`src/sv/dsf_pkg.sv`:
```
`timescale 1ns / 1ps

package dsf_pkg;

	// Fixed field widths of the request and response items
	localparam int POS_W    = 3;
	localparam int DIGIT_W  = 4;
	localparam int COL_W    = 5;
	localparam int STEP_W   = 3;
	localparam int ROWIDX_W = 3;
	localparam int PIX_W    = 32;

	// Default geometry
	localparam int ROWS_DEF      = 8;
	localparam int COLUMNS_DEF   = 32;
	localparam int POSITIONS_DEF = 6;

	// Font geometry and the mark for a position that shows nothing yet
	localparam int GLYPH_ROWS  = 8;
	localparam int GLYPH_COUNT = 10;
	localparam logic [DIGIT_W-1:0] NOTHING_SHOWN = 4'hf;

	typedef struct packed {
		logic [POS_W-1:0]   position;
		logic [DIGIT_W-1:0] digit_value;
		logic [COL_W-1:0]   left_column;
	} req_t;

	typedef struct packed {
		logic [STEP_W-1:0]   step_index;
		logic [ROWIDX_W-1:0] row_index;
		logic [PIX_W-1:0]    row_pixels;
		logic                last;
	} rsp_t;

	// Operation applied to every cell of the row chain in the same cycle
	typedef enum logic [1:0] {
		CELL_HOLD,
		CELL_CLEAR,
		CELL_SLIDE,
		CELL_ROTATE
	} cell_op_t;

	// 4x8 font, row 0 is the top of the glyph, MSB is the left column
	localparam logic [3:0] FONT [GLYPH_COUNT][GLYPH_ROWS] = '{
		'{4'h6, 4'h9, 4'h9, 4'h9, 4'h9, 4'h9, 4'h9, 4'h6},
		'{4'h2, 4'h6, 4'hA, 4'h2, 4'h2, 4'h2, 4'h2, 4'h7},
		'{4'hE, 4'h1, 4'h1, 4'h1, 4'h2, 4'h4, 4'h8, 4'hF},
		'{4'hE, 4'h1, 4'h1, 4'h6, 4'h1, 4'h1, 4'h9, 4'h6},
		'{4'h8, 4'h9, 4'h9, 4'h9, 4'hF, 4'h1, 4'h1, 4'h1},
		'{4'hF, 4'h8, 4'h8, 4'hE, 4'h1, 4'h1, 4'h9, 4'h6},
		'{4'h7, 4'h8, 4'h8, 4'hE, 4'h9, 4'h9, 4'h9, 4'h6},
		'{4'hF, 4'h9, 4'h1, 4'h2, 4'h4, 4'h4, 4'h4, 4'h4},
		'{4'h6, 4'h9, 4'h9, 4'h6, 4'h9, 4'h9, 4'h9, 4'h6},
		'{4'h6, 4'h9, 4'h9, 4'h9, 4'h7, 4'h1, 4'h1, 4'hE}
	};

	// Glyph row lookup; digits above nine and rows past the font are blank
	function automatic logic [3:0] font_row(input logic [DIGIT_W-1:0] digit,
			input logic [3:0] row);
		logic [3:0] r;
		r = 4'h0;
		if ((int'(digit) < GLYPH_COUNT) && (int'(row) < GLYPH_ROWS)) begin
			r = FONT[digit][row[2:0]];
		end
		return r;
	endfunction

endpackage

```
`src/sv/dsf_cell.sv`:
```
`timescale 1ns / 1ps

module dsf_cell #(
	parameter int COLUMNS = dsf_pkg::COLUMNS_DEF
) (
	input  logic                 clk,
	input  logic                 arst_n,
	input  dsf_pkg::cell_op_t    op,
	input  logic [COLUMNS-1:0]   mask,
	input  logic [COLUMNS-1:0]   from_above,
	input  logic [COLUMNS-1:0]   from_below,
	output logic [COLUMNS-1:0]   row
);

	logic [COLUMNS-1:0] row_q;

	// One display row: hold, clear the slot, slide the slot down, or rotate up
	always_ff @(posedge clk or negedge arst_n) begin
		if (!arst_n) begin
			row_q <= '0;
		end else begin
			case (op)
				dsf_pkg::CELL_CLEAR:  row_q <= row_q & ~mask;
				dsf_pkg::CELL_SLIDE:  row_q <= (row_q & ~mask) | (from_above & mask);
				dsf_pkg::CELL_ROTATE: row_q <= from_below;
				default:              row_q <= row_q;
			endcase
		end
	end

	assign row = row_q;

endmodule

```
`src/sv/dsf_row_chain.sv`:
```
`timescale 1ns / 1ps

module dsf_row_chain #(
	parameter int ROWS    = dsf_pkg::ROWS_DEF,
	parameter int COLUMNS = dsf_pkg::COLUMNS_DEF
) (
	input  logic               clk,
	input  logic               arst_n,
	input  dsf_pkg::cell_op_t  op,
	input  logic [COLUMNS-1:0] mask,
	input  logic [COLUMNS-1:0] glyph,
	output logic [COLUMNS-1:0] top_row
);

	logic [COLUMNS-1:0] rows [ROWS];

	// Cell 0 is the top row; the glyph enters there on a slide, and on a
	// rotate the top row wraps around to the bottom cell.
	for (genvar r = 0; r < ROWS; r++) begin : g_cell
		logic [COLUMNS-1:0] above;
		logic [COLUMNS-1:0] below;

		if (r == 0) begin : g_top
			assign above = glyph;
		end else begin : g_mid
			assign above = rows[r-1];
		end

		if (r == ROWS - 1) begin : g_bot
			assign below = rows[0];
		end else begin : g_up
			assign below = rows[r+1];
		end

		dsf_cell #(
			.COLUMNS(COLUMNS)
		) u_cell (
			.clk       (clk),
			.arst_n    (arst_n),
			.op        (op),
			.mask      (mask),
			.from_above(above),
			.from_below(below),
			.row       (rows[r])
		);
	end

	assign top_row = rows[0];

endmodule

```
`src/sv/digit_slide_in_frame_generator_unit.sv`:
```
`timescale 1ns / 1ps
// Sequence: a taken changed digit clears its slot, then for each glyph row slides it in once
// and emits the ROWS rows of the frame through the row chain; the first row leaves the output
// register after the clear and the first slide, and the unit is not ready until the last row.
// An unchanged or out-of-range request is taken and dropped. Output stalls stretch the rows.
// Reset: bitmap cleared to blank, every position marked as showing nothing.
module digit_slide_in_frame_generator_unit #(
	parameter int ROWS      = dsf_pkg::ROWS_DEF,
	parameter int COLUMNS   = dsf_pkg::COLUMNS_DEF,
	parameter int POSITIONS = dsf_pkg::POSITIONS_DEF
) (
	input  logic          clk,
	input  logic          arst_n,
	input  logic          req_valid,
	output logic          req_ready,
	input  dsf_pkg::req_t req_data,
	output logic          rsp_valid,
	input  logic          rsp_ready,
	output dsf_pkg::rsp_t rsp_data
);

	localparam int SW = (ROWS > 1) ? $clog2(ROWS) : 1;
	localparam int PW = (POSITIONS > 1) ? $clog2(POSITIONS) : 1;

	typedef enum logic [1:0] {
		ST_IDLE,
		ST_CLEAR,
		ST_SLIDE,
		ST_EMIT
	} state_t;

	state_t                          state_q;
	logic [dsf_pkg::DIGIT_W-1:0]     shown_q [POSITIONS];
	logic [dsf_pkg::DIGIT_W-1:0]     digit_q;
	logic [dsf_pkg::COL_W-1:0]       col_q;
	logic [COLUMNS-1:0]              mask_q;
	logic [SW-1:0]                   step_q;
	logic [SW-1:0]                   row_q;
	logic                            rsp_valid_q;
	dsf_pkg::rsp_t                   rsp_q;

	logic                            req_take;
	logic                            pos_ok;
	logic [PW-1:0]                   pos_idx;
	logic                            changed;
	logic                            out_free;
	logic [3:0]                      glyph_idx;
	logic [COLUMNS-1:0]              glyph_row;
	logic [COLUMNS-1:0]              top_row;
	dsf_pkg::cell_op_t               cell_op;

	// Put a nibble so that its MSB lands on column col; columns past the edge drop
	function automatic logic [COLUMNS-1:0] place_nibble(input logic [3:0] nib,
			input logic [dsf_pkg::COL_W-1:0] col);
		logic [COLUMNS+3:0] ext;
		ext = {nib, {COLUMNS{1'b0}}} >> (6'(col) + 6'd4);
		return ext[COLUMNS-1:0];
	endfunction

	assign req_ready = (state_q == ST_IDLE);
	assign req_take  = req_valid && req_ready;
	assign pos_ok    = int'(req_data.position) < POSITIONS;
	assign pos_idx   = PW'(req_data.position);
	assign changed   = pos_ok && (shown_q[pos_idx] != req_data.digit_value);
	assign out_free  = !rsp_valid_q || rsp_ready;

	// Glyph rows enter bottom row first
	assign glyph_idx = 4'(ROWS - 1) - 4'(step_q);
	assign glyph_row = place_nibble(dsf_pkg::font_row(digit_q, glyph_idx), col_q);

	// Chain operation for this cycle
	always_comb begin
		case (state_q)
			ST_CLEAR: cell_op = dsf_pkg::CELL_CLEAR;
			ST_SLIDE: cell_op = dsf_pkg::CELL_SLIDE;
			ST_EMIT:  cell_op = out_free ? dsf_pkg::CELL_ROTATE : dsf_pkg::CELL_HOLD;
			default:  cell_op = dsf_pkg::CELL_HOLD;
		endcase
	end

	dsf_row_chain #(
		.ROWS   (ROWS),
		.COLUMNS(COLUMNS)
	) u_chain (
		.clk    (clk),
		.arst_n (arst_n),
		.op     (cell_op),
		.mask   (mask_q),
		.glyph  (glyph_row),
		.top_row(top_row)
	);

	// Sequencer and remembered digits
	always_ff @(posedge clk or negedge arst_n) begin
		if (!arst_n) begin
			state_q <= ST_IDLE;
			step_q  <= '0;
			row_q   <= '0;
			for (int i = 0; i < POSITIONS; i++) begin
				shown_q[i] <= dsf_pkg::NOTHING_SHOWN;
			end
		end else begin
			case (state_q)
				ST_IDLE: begin
					if (req_take && changed) begin
						shown_q[pos_idx] <= req_data.digit_value;
						state_q          <= ST_CLEAR;
					end
				end
				ST_CLEAR: begin
					step_q  <= '0;
					state_q <= ST_SLIDE;
				end
				ST_SLIDE: begin
					row_q   <= '0;
					state_q <= ST_EMIT;
				end
				ST_EMIT: begin
					if (out_free) begin
						if (int'(row_q) == ROWS - 1) begin
							if (int'(step_q) == ROWS - 1) begin
								state_q <= ST_IDLE;
							end else begin
								step_q  <= step_q + SW'(1);
								state_q <= ST_SLIDE;
							end
						end else begin
							row_q <= row_q + SW'(1);
						end
					end
				end
				default: state_q <= ST_IDLE;
			endcase
		end
	end

	// Latched request fields for the slide
	always_ff @(posedge clk) begin
		if (req_take) begin
			digit_q <= req_data.digit_value;
			col_q   <= req_data.left_column;
			mask_q  <= place_nibble(4'hf, req_data.left_column);
		end
	end

	// Output register
	always_ff @(posedge clk or negedge arst_n) begin
		if (!arst_n) begin
			rsp_valid_q <= 1'b0;
		end else if (state_q == ST_EMIT && out_free) begin
			rsp_valid_q <= 1'b1;
		end else if (rsp_ready) begin
			rsp_valid_q <= 1'b0;
		end
	end

	always_ff @(posedge clk) begin
		if (state_q == ST_EMIT && out_free) begin
			rsp_q.step_index <= dsf_pkg::STEP_W'(step_q);
			rsp_q.row_index  <= dsf_pkg::ROWIDX_W'(row_q);
			rsp_q.row_pixels <= dsf_pkg::PIX_W'(top_row);
			rsp_q.last       <= (int'(step_q) == ROWS - 1) && (int'(row_q) == ROWS - 1);
		end
	end

	assign rsp_valid = rsp_valid_q;
	assign rsp_data  = rsp_q;

endmodule

```
`config.mk`:
```
export PLATFORM = sky130hd
export DESIGN_NAME = digit_slide_in_frame_generator_unit
export DESIGN_NICKNAME = d
export VERILOG_FILES = /design/src/sv/dsf_pkg.sv /design/src/sv/dsf_cell.sv /design/src/sv/dsf_row_chain.sv /design/src/sv/digit_slide_in_frame_generator_unit.sv
export SDC_FILE = /design/constraint.sdc
export NUM_CORES = 1
export LEC_CHECK = 0
export ABC_AREA = 1
export ABC_CLOCK_PERIOD_IN_PS = 2700
export BUFFER_PORTS_ARGS = -buffer_cell sky130_fd_sc_hd__buf_2
export CORE_MARGIN = 5
export CORE_UTILIZATION = 50
export CTS_BUF_LIST = sky130_fd_sc_hd__clkbuf_2
export CTS_CLUSTER_DIAMETER = 50
export DETAILED_ROUTE_END_ITERATION = 12
export GPL_TIMING_DRIVEN = 0
export PLACE_DENSITY = 0.69
export SYNTH_ARGS = -nofsm -noshare
export SYNTH_HDL_FRONTEND = slang
export SYNTH_SLANG_ARGS = --single-unit
```
`constraint.sdc`:
```
create_clock -name clk -period 2.7 [get_ports clk]
set_clock_uncertainty 0.05 [all_clocks]
set_input_delay 0.135 -clock clk [delete_from_list [all_inputs] [get_ports clk]]
set_output_delay 0.135 -clock clk [all_outputs]
set_load 0.02 [all_outputs]
```
==> results of run 1 <==
## sequential cells by signal, summed over array words and instances (netlist names)
| signal | count |
|---|---|
| shown_q | 24 |
| step_q | 3 |
| digit_q | 4 |
| state_q | 2 |
| mask_q | 32 |
| u_chain.g_cell.u_cell.row | 256 |
| rsp_data | 39 |
| col_q | 5 |
| row_q | 3 |
| rsp_valid | 1 |
## worst min-delay path by stage
stage / start / to / slack, ps / depth (start not counted)
final: req_data[7] / shown_q[18] / 100 / 4
after global routing: req_data[11] / state_q[0] / 50 / 4
after CTS: req_data[7] / shown_q[18] / 30 / 4
after detailed placement: arst_n / u_chain.g_cell[5].u_cell.row[1] / 140 / 1
after global placement: req_data[7] / digit_q[2] / 280 / 1
after floorplan: arst_n / row_q[0] / -210 / 0
## critical path, stage by stage, from the launching register on
cell and delay, ps:
dfrtp_1 450, nand2_1 170, nor2_1 280, buf_2 280, clkinv_2 270, clkbuf_4 390, a21oi_2 380, o221ai_1 170
## cells in the final DEF, fill, tap and decap left out, drive strengths merged, types with 14 or more instances in the layout
master	Yosys	layout
nand2	461	461
a21oi	105	105
dlygate4sd3	0	28
ha	14	14
dfrtp	265	265
dfstp	24	24
buf	11	88
clkinv	2	39
inv	329	331
nand4	21	21
o21ai	79	79
nor2	116	116
clkbuf	57	192
nand3	90	90
o221ai	224	224
edfxtp	80	80
## area by class of cell
type,count,area (µm²),share of cell area
antenna,2,5.005,0.0002503
buffer,68,300.3,0.01502
clock buffer,139,695.7,0.03479
clock inverter,41,195.2,0.009762
inverter,331,1247,0.06239
multi-input combinational,1136,6538,0.3270
sequential,369,9664,0.4833
tap,455,569.3,0.02847
timing repair buffer,101,780.7,0.03905
## routing by layer
metal / vias up / GRT usage / routed length, µm
met2: 509 / 0.3914 / 22770
li1: 6989 / - / -
met3: 90 / 0.05487 / 3202
met5: - / 0 / 0
met4: 0 / 0.09542 / 1273
met1: 7285 / 0.3454 / 21230
## kinds of logic after synthesis
group,count (synthesis)
AOI/OAI and AO/OA,419
xor gates and xnor gates,5
adders and majority gates,14
buffers and inverters,399
DFF,369
and+or+nand+nor,698
## power groups by stage
| stage | sequential, W | combinational [W] | clock (W) |
|---|---|---|---|
| after CTS | 0.00906 | 0.00778 | 0.00400 |
| after global routing | 0.00929 | 0.00906 | 0.00430 |
| after floorplan | 0.00912 | 0.00494 | 0 |
| final | 0.00908 | 0.00816 | 0.00391 |
| after detailed placement | 0.00915 | 0.00757 | 0 |
| after global placement | 0.00910 | 0.00730 | 0 |
## per-stage QoR
stage | total power (W) | utilization | cells | hold WS, ps
4_1_cts | 0.02085 | 0.5686 | 2628 | 25.94
5_1_grt | 0.02265 | 0.5832 | 2642 | 46.18
3_3_place_gp | 0.01641 | 0.5261 | 2414 | 277.4
2_1_floorplan | 0.01406 | - | 1904 | -210.6
3_5_place_dp | 0.01672 | 0.5281 | 2416 | 140.0
6_report | 0.02115 | 0.5832 | 2642 | 98.24
## timing repair
action,4_1_cts,5_1_grt
hold buffers,29,0
endpoints found under the hold margin,384,0
pin swaps,1,12
gates resized for setup,50,121
setup buffers,3,12
endpoints found under the setup margin,238,249
cloned,0,0
==> reports/results.txt, run 1 <==
status = finished clean
Setup crit start kind = flop
async set or reset register ratio after synthesis = 0.7832
Die X-Extent = 195.4 µm
Flop pwr share = 0.430
Max Fclk = 378.8 MHz
MaxCap Viol Count = 0
Main synth FF type = dfrtp_1
GRT overflow = 0
CP Capture Type = flop
Design Area, Final = 20000 µm²
ranking of synthesized cells by area = dfrtp_1, edfxtp_1, o221ai_1
CTS max path bufs = 3
Area Overhead vs Synth = 16.29%
Routed WL = 48.48 mm
H-tree depth = 3
unrepaired setup endpoints after global routing = true
DRC = 0
Final Setup Violations = 0
nets = 2135
adder-cell share of the synthesized area = 0.01019
Cell Int Power = 0.01199 W
total iterations of the first detailed-routing run = 6
Mapped Area = 17190 µm²
critical path class = flop to flop
Row Count = 68
HP Class = input port to flop
CTS tree = built
Slew HR = 0.4426
Post-DP HPWL = 32.03 mm
final worst slack = 60.26 ps
R2R Setup Slk = 60 ps
port bufs = 55
clock sink total = 369
Switching Power = 0.009152 W
Initial Util = 0.5015
layout cells sized above 1 = 0.1680
Ys Warns = 0
critical path startpoint = state_q[1]
Synth top cells by count = nand2_1, inv_1, dfrtp_1
Synth area leader = dfrtp_1
CP max FO = 10
Clk pwr share = 0.185
max-slew violation count = 0
via/cell ratio = 5.629
Worst Path Required = 3460 ps
ANT nets after route = 0
first-pass GRT wire length = 77.41 mm
initial antenna violation count = 2
pin count of the biggest net entering global routing = 115
post-synthesis simple-gate area fraction = 0.1641
EDFF count, synth = 80
routed len/inst = 18.35 µm
vias in the first global route = 14661
Worst-path clk slew = 100 ps
Die ar. = 38200 µm²
reg2reg path depth = 7
FILL cells = 3034
Synth top area share = 0.3857
cell with the most instances after synthesis = nand2_1
die extent in y = 195.4 µm
clk_lat worst skew = 1020 ps
Post-DP Area = 18110 µm²
CTS buffer count = 98
Mapped Nets = 1934
sw frac = 0.4328
Syn Area/Cell = 9.030 µm²
leakage power = 9.022 nW
total core area = 34290 µm²
Yosys cell types = 35
initial DRC count = 1253
pre-CTS WS = -642.9 ps
final worst-path cycle share = 0.9777
Seq/Total Area, Yosys = 0.5621
root buffer cell = clkbuf_2
GP Congestion = 0.9559
xor/xnor share of the synthesized area = 0.002547
largest family of logic cells by synthesized area = compound AO/OA/AOI/OAI gates
#FFs+latches synth = 369
Reg-to-Reg End = u_chain.g_cell[4].u_cell.row[1]
minimum clock period = 2640 ps
Overall Global Routing Usage = 0.2506
Cells after Synth = 1904
vias = 14873
Max rail drop VDD = 0.0004686 V
Worst-Margin Slew = 836.0 ps
endpoints failing hold = 0
Setup TNS = 0 ps
Logic pwr share = 0.386
IO Count = 57
pwr/cell area = 1058 nW/µm²
Synth Area in Compound Gates = 0.1736
RR Startpoint = state_q[1]
Critical Path AT = 3400 ps
worst setup path end = u_chain.g_cell[4].u_cell.row[1]
mux cell area share after synthesis = 0
Note: power is estimated with default switching activity, not from simulation.
==> run 2, diff against run 1 <==
ABC_CLOCK_PERIOD_IN_PS = 2940   (was 2700)
PLACE_DENSITY = 0.66   (was 0.69)
clock period = 2.94 ns   (was 2.7 ns; I/O delays follow)
==> run 2 against run 1 <==
  * The run now ends with negative setup slack left
  * Sequential cell count did not move
  * Final area fell by 2.6%
  * First-iteration DRC count rose by 3.0%
  * Via count fell by 1.4%
  * Critical path depth did not move
  * Routed wire length fell by 1.0%
  * Worst hold slack improved by 49 ps
  * Sequential share of layout area rose by 1.3 points
  * Cell count fell by 0.34%
  * Register-to-register slack got worse by 150 ps
  * Worst setup slack got worse by 150 ps
  * Non-clock buffer count fell by 9
  * Critical path type unchanged
  * Largest cell class unchanged
==> reports/results.txt, run 2 (same netlist as run 1, synthesis figures left out) <==
WHS Endpoint = state_q[0]
Slew HR = 0.3288 (-0.1138)
FILL cells = 3135 (+3.3%)
root buffer cell = clkbuf_2
Row Count = 68 (unchanged)
leakage power = 8.848 nW (-1.9%)
die extent in y = 195.4 µm (unchanged)
Worst Path Required = 3680 ps (+220 ps)
initial antenna violation count = 2 (unchanged)
most frequent cells in the layout = nand2_1, inv_1, dfrtp_1
Area Overhead vs Synth = 13.27%
Critical Path AT = 3770 ps (+370 ps)
vias in the first global route = 14200 (-3.1%)
pin count of the biggest net entering global routing = 119 (+3.5%)
pwr/cell area = 980.5 nW/µm² (-7.3%)
Die X-Extent = 195.4 µm (unchanged)
unrepaired setup endpoints after global routing = true
H-tree depth = 3 (unchanged)
Setup TNS = -1603 ps (-1603 ps)
area taken by multi-input logic gates = 6100 µm² (-6.7%)
CP Capture Type = flop
initial DRC count = 1290 (+3.0%)
Design Area, Final = 19470 µm² (-2.6%)
GRT overflow = 0 (unchanged)
register area = 9664 µm² (unchanged)
Largest register FFs = 256 (unchanged)
total iterations of the first detailed-routing run = 8 (+2)
worst hold start = req_data[11]
critical path class = flop to flop
clock sink total = 369 (unchanged)
CTS tree = built
Post-DP HPWL = 32.11 mm (+0.26%)
IO Count = 57 (unchanged)
ANT nets after route = 0 (unchanged)
Hold Path Stages = 4 (unchanged)
RR Startpoint = state_q[1]
vias = 14659 (-1.4%)
Overall Global Routing Usage = 0.2497 (-0.0008143)
Post-DP Area = 18130 µm² (+0.11%)
final core occ = 0.5680 (-0.01518)
R2R Setup Slk = -90 ps (-150 ps)
final worst-path cycle share = 1.031 (+0.05347)
layout cells sized above 1 = 0.1245 (-0.04342)
port bufs = 55 (unchanged)
status = complete, but fails checks
violated checks = negative setup slack
commonest non-fill, non-tap cell in the layout = nand2_1
HP Class = input port to flop
CP max FO = 10 (unchanged)
Reg-to-Reg End = u_chain.g_cell[7].u_cell.row[7]
DRC = 0 (unchanged)
Die ar. = 38200 µm² (unchanged)
CTS max path bufs = 3 (unchanged)
Hold WS = 146.8 ps (+48.54 ps)
endpoints failing hold = 0 (unchanged)
minimum clock period = 3032 ps (+391.9 ps)
final worst slack = -91.59 ps (-151.9 ps)
clk_lat worst skew = 990 ps (-30 ps)
Routed WL = 47.98 mm (-1.0%)
Final Setup Violations = 31 (+31)
first-pass GRT wire length = 76.68 mm (-0.95%)
Max Fclk = 329.9 MHz (-13%)
fin cells = 2633 (-0.34%)
Setup crit start kind = flop
GP Congestion = 0.9326 (-2.4%)
Max rail drop VDD = 0.0003606 V (-23%)
MaxCap Viol Count = 0 (unchanged)
max-slew violation count = 0 (unchanged)
Initial Util = 0.5015 (unchanged)
via/cell ratio = 5.567 (-1.1%)
Worst-path clk slew = 100 ps (about the same)
reg2reg path depth = 7 (unchanged)
CTS buffer count = 96 (-2.0%)
routed len/inst = 18.22 µm (-0.70%)
total core area = 34290 µm² (unchanged)
Inst Count DP = 2417 (+0.041%)
Worst-Margin Slew = 1007 ps (+170.7 ps)
nets = 2124 (-0.52%)
==> run 2: cell count changes in the layout (fill, tap and decap cells not counted), moves of 11 or more <==
cell,change
clkbuf_2,-11
a21oi_1,+21
nand2_2,-12
nand3_1,+14
clkbuf_1,+23
nand3_2,-12
a21oi_4,-24
nand2_1,+14
==> run 2: timing repair <==
item / 4_1_cts / 5_1_grt
hold buffers: 32 / 0
resized for setup: 6 / 16
hold endpoints to repair: 294 / 0
pin swaps: 0 / 2
setup endpoints to repair: 11 / 242
buffers inserted: 0 / 3
==> run 2: layout make-up <==
type	count	area share
plain buffers	68	0.01375
flip-flops and latches	369	0.4962
repair buffers	92	0.03649
diodes	2	0.0002570
inverters	331	0.06380
clock inverters	34	0.009509
well taps	455	0.02923
clock buffers	146	0.03752
multi-input cells	1136	0.3132
==> run 2: worst max-delay path, cell delays in order, from the launching register on <==
cell and delay (ps):
dfrtp_1 440, nand2_1 140, nor2_1 250, buf_2 270, clkinv_1 430, clkbuf_1 510
a21oi_1 600, o221ai_1 180
==> run 2: worst max-delay path by stage <==
stage / from / endpoint / cells after the start
final: state_q[1] / u_chain.g_cell[7].u_cell.row[7] / 7
after floorplan: state_q[1] / shown_q[11] / 6
after detailed placement: digit_q[0] / u_chain.g_cell[0].u_cell.row[1] / 15
after CTS: digit_q[0] / u_chain.g_cell[0].u_cell.row[6] / 16
after global placement: arst_n / u_chain.g_cell[7].u_cell.row[19] / 1
after global routing: state_q[1] / u_chain.g_cell[6].u_cell.row[4] / 7
==> run 2: per-stage QoR <==
step,setup slack [ps],total power [W]
global placement,-3789,0.01512
finish,-91.59,0.01910
global route,-184.9,0.02051
detailed placement,-343.3,0.01535
floorplan,184.3,0.01291
CTS,8.666,0.01914
==> run 2: routing by layer <==
metal  part of all wire  global-route usage  routed length [µm]  vias to the layer above
met3              0.067             0.05625                3234                       91
met1               0.45              0.3504               21490                     7083
met4              0.028             0.08999                1364                        0
met5                  0                   0                   0                        -
met2               0.46              0.3846               21890                      526
li1                   -                   -                   -                     6959
==> run 2: report_power, final <==
part | internal, W | total, W | switching [W]
clock network | 0.00151 | 0.00370 | 0.00219
registers | 0.00722 | 0.00830 | 0.00108
logic | 0.00223 | 0.00710 | 0.00487
total | 0.0110 | 0.0191 | 0.00814
==> run 3, diff against run 2 <==
CORE_UTILIZATION = 55   (was 50)
PLACE_DENSITY = 0.72   (was 0.66)
==> run 3 against run 2 <==
  * The flow still finishes with violations (negative setup slack)
  * Largest cell class unchanged
  * Combinational power grew 2%
  * Global-route usage grew 2.7 points
  * Critical path type unchanged
  * Worst hold slack lost 60 ps
==> reports/results.txt, run 3 (same netlist as run 1, synthesis figures left out) <==
pin count of the biggest net entering global routing = 121 (+1.7%)
CP Capture Type = flop
R2R Setup Slk = -70 ps (+20 ps)
total iterations of the first detailed-routing run = 6 (-2)
critical path class = flop to flop
die extent in y = 186.8 µm (-4.4%)
ANT nets after route = 0 (unchanged)
Initial Util = 0.5592 (+0.05770)
Largest register FFs = 256 (unchanged)
clock sink total = 369 (unchanged)
Max Fclk = 332.3 MHz (+0.75%)
Design Area, Final = 19510 µm² (+0.17%)
Overall Global Routing Usage = 0.2764 (+0.02662)
Max rail drop VDD = 0.0005149 V (+43%)
Switching Power = 0.008214 W (+0.88%)
unrepaired setup endpoints after global routing = true
routed len/inst = 18.68 µm (+2.5%)
IO Count = 57 (unchanged)
H-tree depth = 3 (unchanged)
DRC = 0 (unchanged)
Cell Int Power = 0.01113 W (+1.7%)
sw frac = 0.4245 (-0.001862)
vias = 14841 (+1.2%)
Post-DP HPWL = 32.50 mm (+1.2%)
initial DRC count = 1250 (-3.1%)
Die ar. = 34900 µm² (-8.6%)
total core area = 30750 µm² (-10%)
minimum clock period = 3009 ps (-22.70 ps)
status = complete, but fails checks
Worst-Margin Slew = 955.2 ps (-51.61 ps)
Critical Path AT = 3740 ps (-30 ps)
nets = 2125 (+0.047%)
GP Congestion = 0.9496 (+1.8%)
Logic pwr share = 0.374 (+0.002)
Setup crit start kind = flop
CP Cell Sequence = nand2_1, nor2_1, buf_2, clkinv_1, clkbuf_1, a21oi_1, o221ai_1
endpoints failing hold = 0 (unchanged)
HP Class = input port to flop
initial antenna violation count = 2 (unchanged)
CTS tree = built
Area Overhead vs Synth = 13.46%
root buffer cell = clkbuf_2
final worst-path cycle share = 1.023 (-0.007722)
critical-path cell with the highest stage delay = a21oi_1
max-slew violation count = 0 (unchanged)
via/cell ratio = 5.766 (+3.6%)
most frequent cells in the layout = nand2_1, inv_1, dfrtp_1
first-pass GRT wire length = 77.71 mm (+1.3%)
CP max FO = 10 (unchanged)
CTS buffer count = 96 (unchanged)
Die X-Extent = 186.8 µm (-4.4%)
vias in the first global route = 14652 (+3.2%)
Slew HR = 0.3632 (+0.03441)
MaxCap Viol Count = 0 (unchanged)
Clk pwr share = 0.197 (+0.003)
leakage power = 8.919 nW (+0.81%)
Routed WL = 48.07 mm (+0.20%)
final worst slack = -68.89 ps (+22.70 ps)
clk_lat worst skew = 1020 ps (+30 ps)
Worst-path clk slew = 100 ps (about the same)
pwr/cell area = 991.8 nW/µm² (+1.2%)
violated checks = negative setup slack
CTS max path bufs = 3 (unchanged)
Worst Path Required = 3670 ps (about the same)
port bufs = 55 (unchanged)
Row Count = 64 (-5.9%)
commonest non-fill, non-tap cell in the layout = nand2_1
Worst path max stage delay = 620 ps (+20 ps)
Final Setup Violations = 37 (+19%)
GRT overflow = 0 (unchanged)
Flop pwr share = 0.430 (-0.005)
Post-DP Area = 18070 µm² (-0.31%)
layout cells sized above 1 = 0.1379 (+0.01333)
final core occ = 0.6344 (+0.06642)
-- run 3: layer usage --
metal  vias to the layer above  GRT usage  share of wire
met4                         0     0.1118          0.034
li1                       6969          -              -
met1                      7173     0.3793           0.42
met5                         -          0              0
met2                       576     0.4306           0.46
met3                       123    0.06327          0.079
-- run 3: power by group through the flow --
stage,logic [W],clock network (W),registers (W)
global route,0.00804,0.00418,0.00853
global placement,0.00671,0,0.00835
CTS,0.00707,0.00389,0.00829
finish,0.00723,0.00381,0.00831
detailed placement,0.00701,0,0.00838
floorplan,0.00454,0,0.00838
-- run 3: repair_timing --
action,in CTS,in global routing
hold buffers,30,0
pin swaps,0,1
endpoints found under the hold margin,386,0
setup endpoints to repair,17,231
buffers inserted,1,4
resized for setup,6,34
-- run 3: worst paths after layout --
kind | endpoint | startpoint | cells past startpoint
setup / recovery | u_chain.g_cell[7].u_cell.row[1] | state_q[1] | 7
hold / removal | shown_q[4] | req_data[5] | 4
setup reg to reg | u_chain.g_cell[7].u_cell.row[1] | state_q[1] | 7
hold reg to reg | u_chain.g_cell[2].u_cell.row[26] | u_chain.g_cell[3].u_cell.row[26] | 2
max in group asynchronous | shown_q[11] | arst_n | 4
min in group asynchronous | step_q[0] | arst_n | 4
-- run 3: layout make-up --
type | instances | area (µm²)
fill | 2641 | 11240
antenna | 2 | 5.005
multi-input combinational | 1136 | 6146
tap | 396 | 495.5
buffer | 68 | 267.8
timing repair buffer | 93 | 738.2
clock inverter | 26 | 182.7
sequential | 369 | 9664
inverter | 331 | 1242
clock buffer | 153 | 765.7
-- run 3: stage by stage --
step | hold slack, ps | setup TNS (ps) | cells | worst slack, ps | total power [W]
5_1_grt | 44.07 | -7411 | 2574 | -205.9 | 0.02074
3_5_place_dp | 113.6 | -2470 | 2359 | -411.4 | 0.01539
3_3_place_gp | 290.9 | -1086020 | 2355 | -3744 | 0.01506
4_1_cts | 21.85 | 0 | 2569 | 41.14 | 0.01926
2_1_floorplan | -198.6 | 0 | 1904 | 184.3 | 0.01291
6_report | 87.00 | -893.0 | 2574 | -68.89 | 0.01935
-- run 3: worst max-delay path: cells and delay by family, from the launching register on --
family | cells | cell delay, ps
and+or+nand+nor | 2 | 410
buffers and inverters | 3 | 1070
DFF | 1 | 460
AOI/OAI and AO/OA | 2 | 800
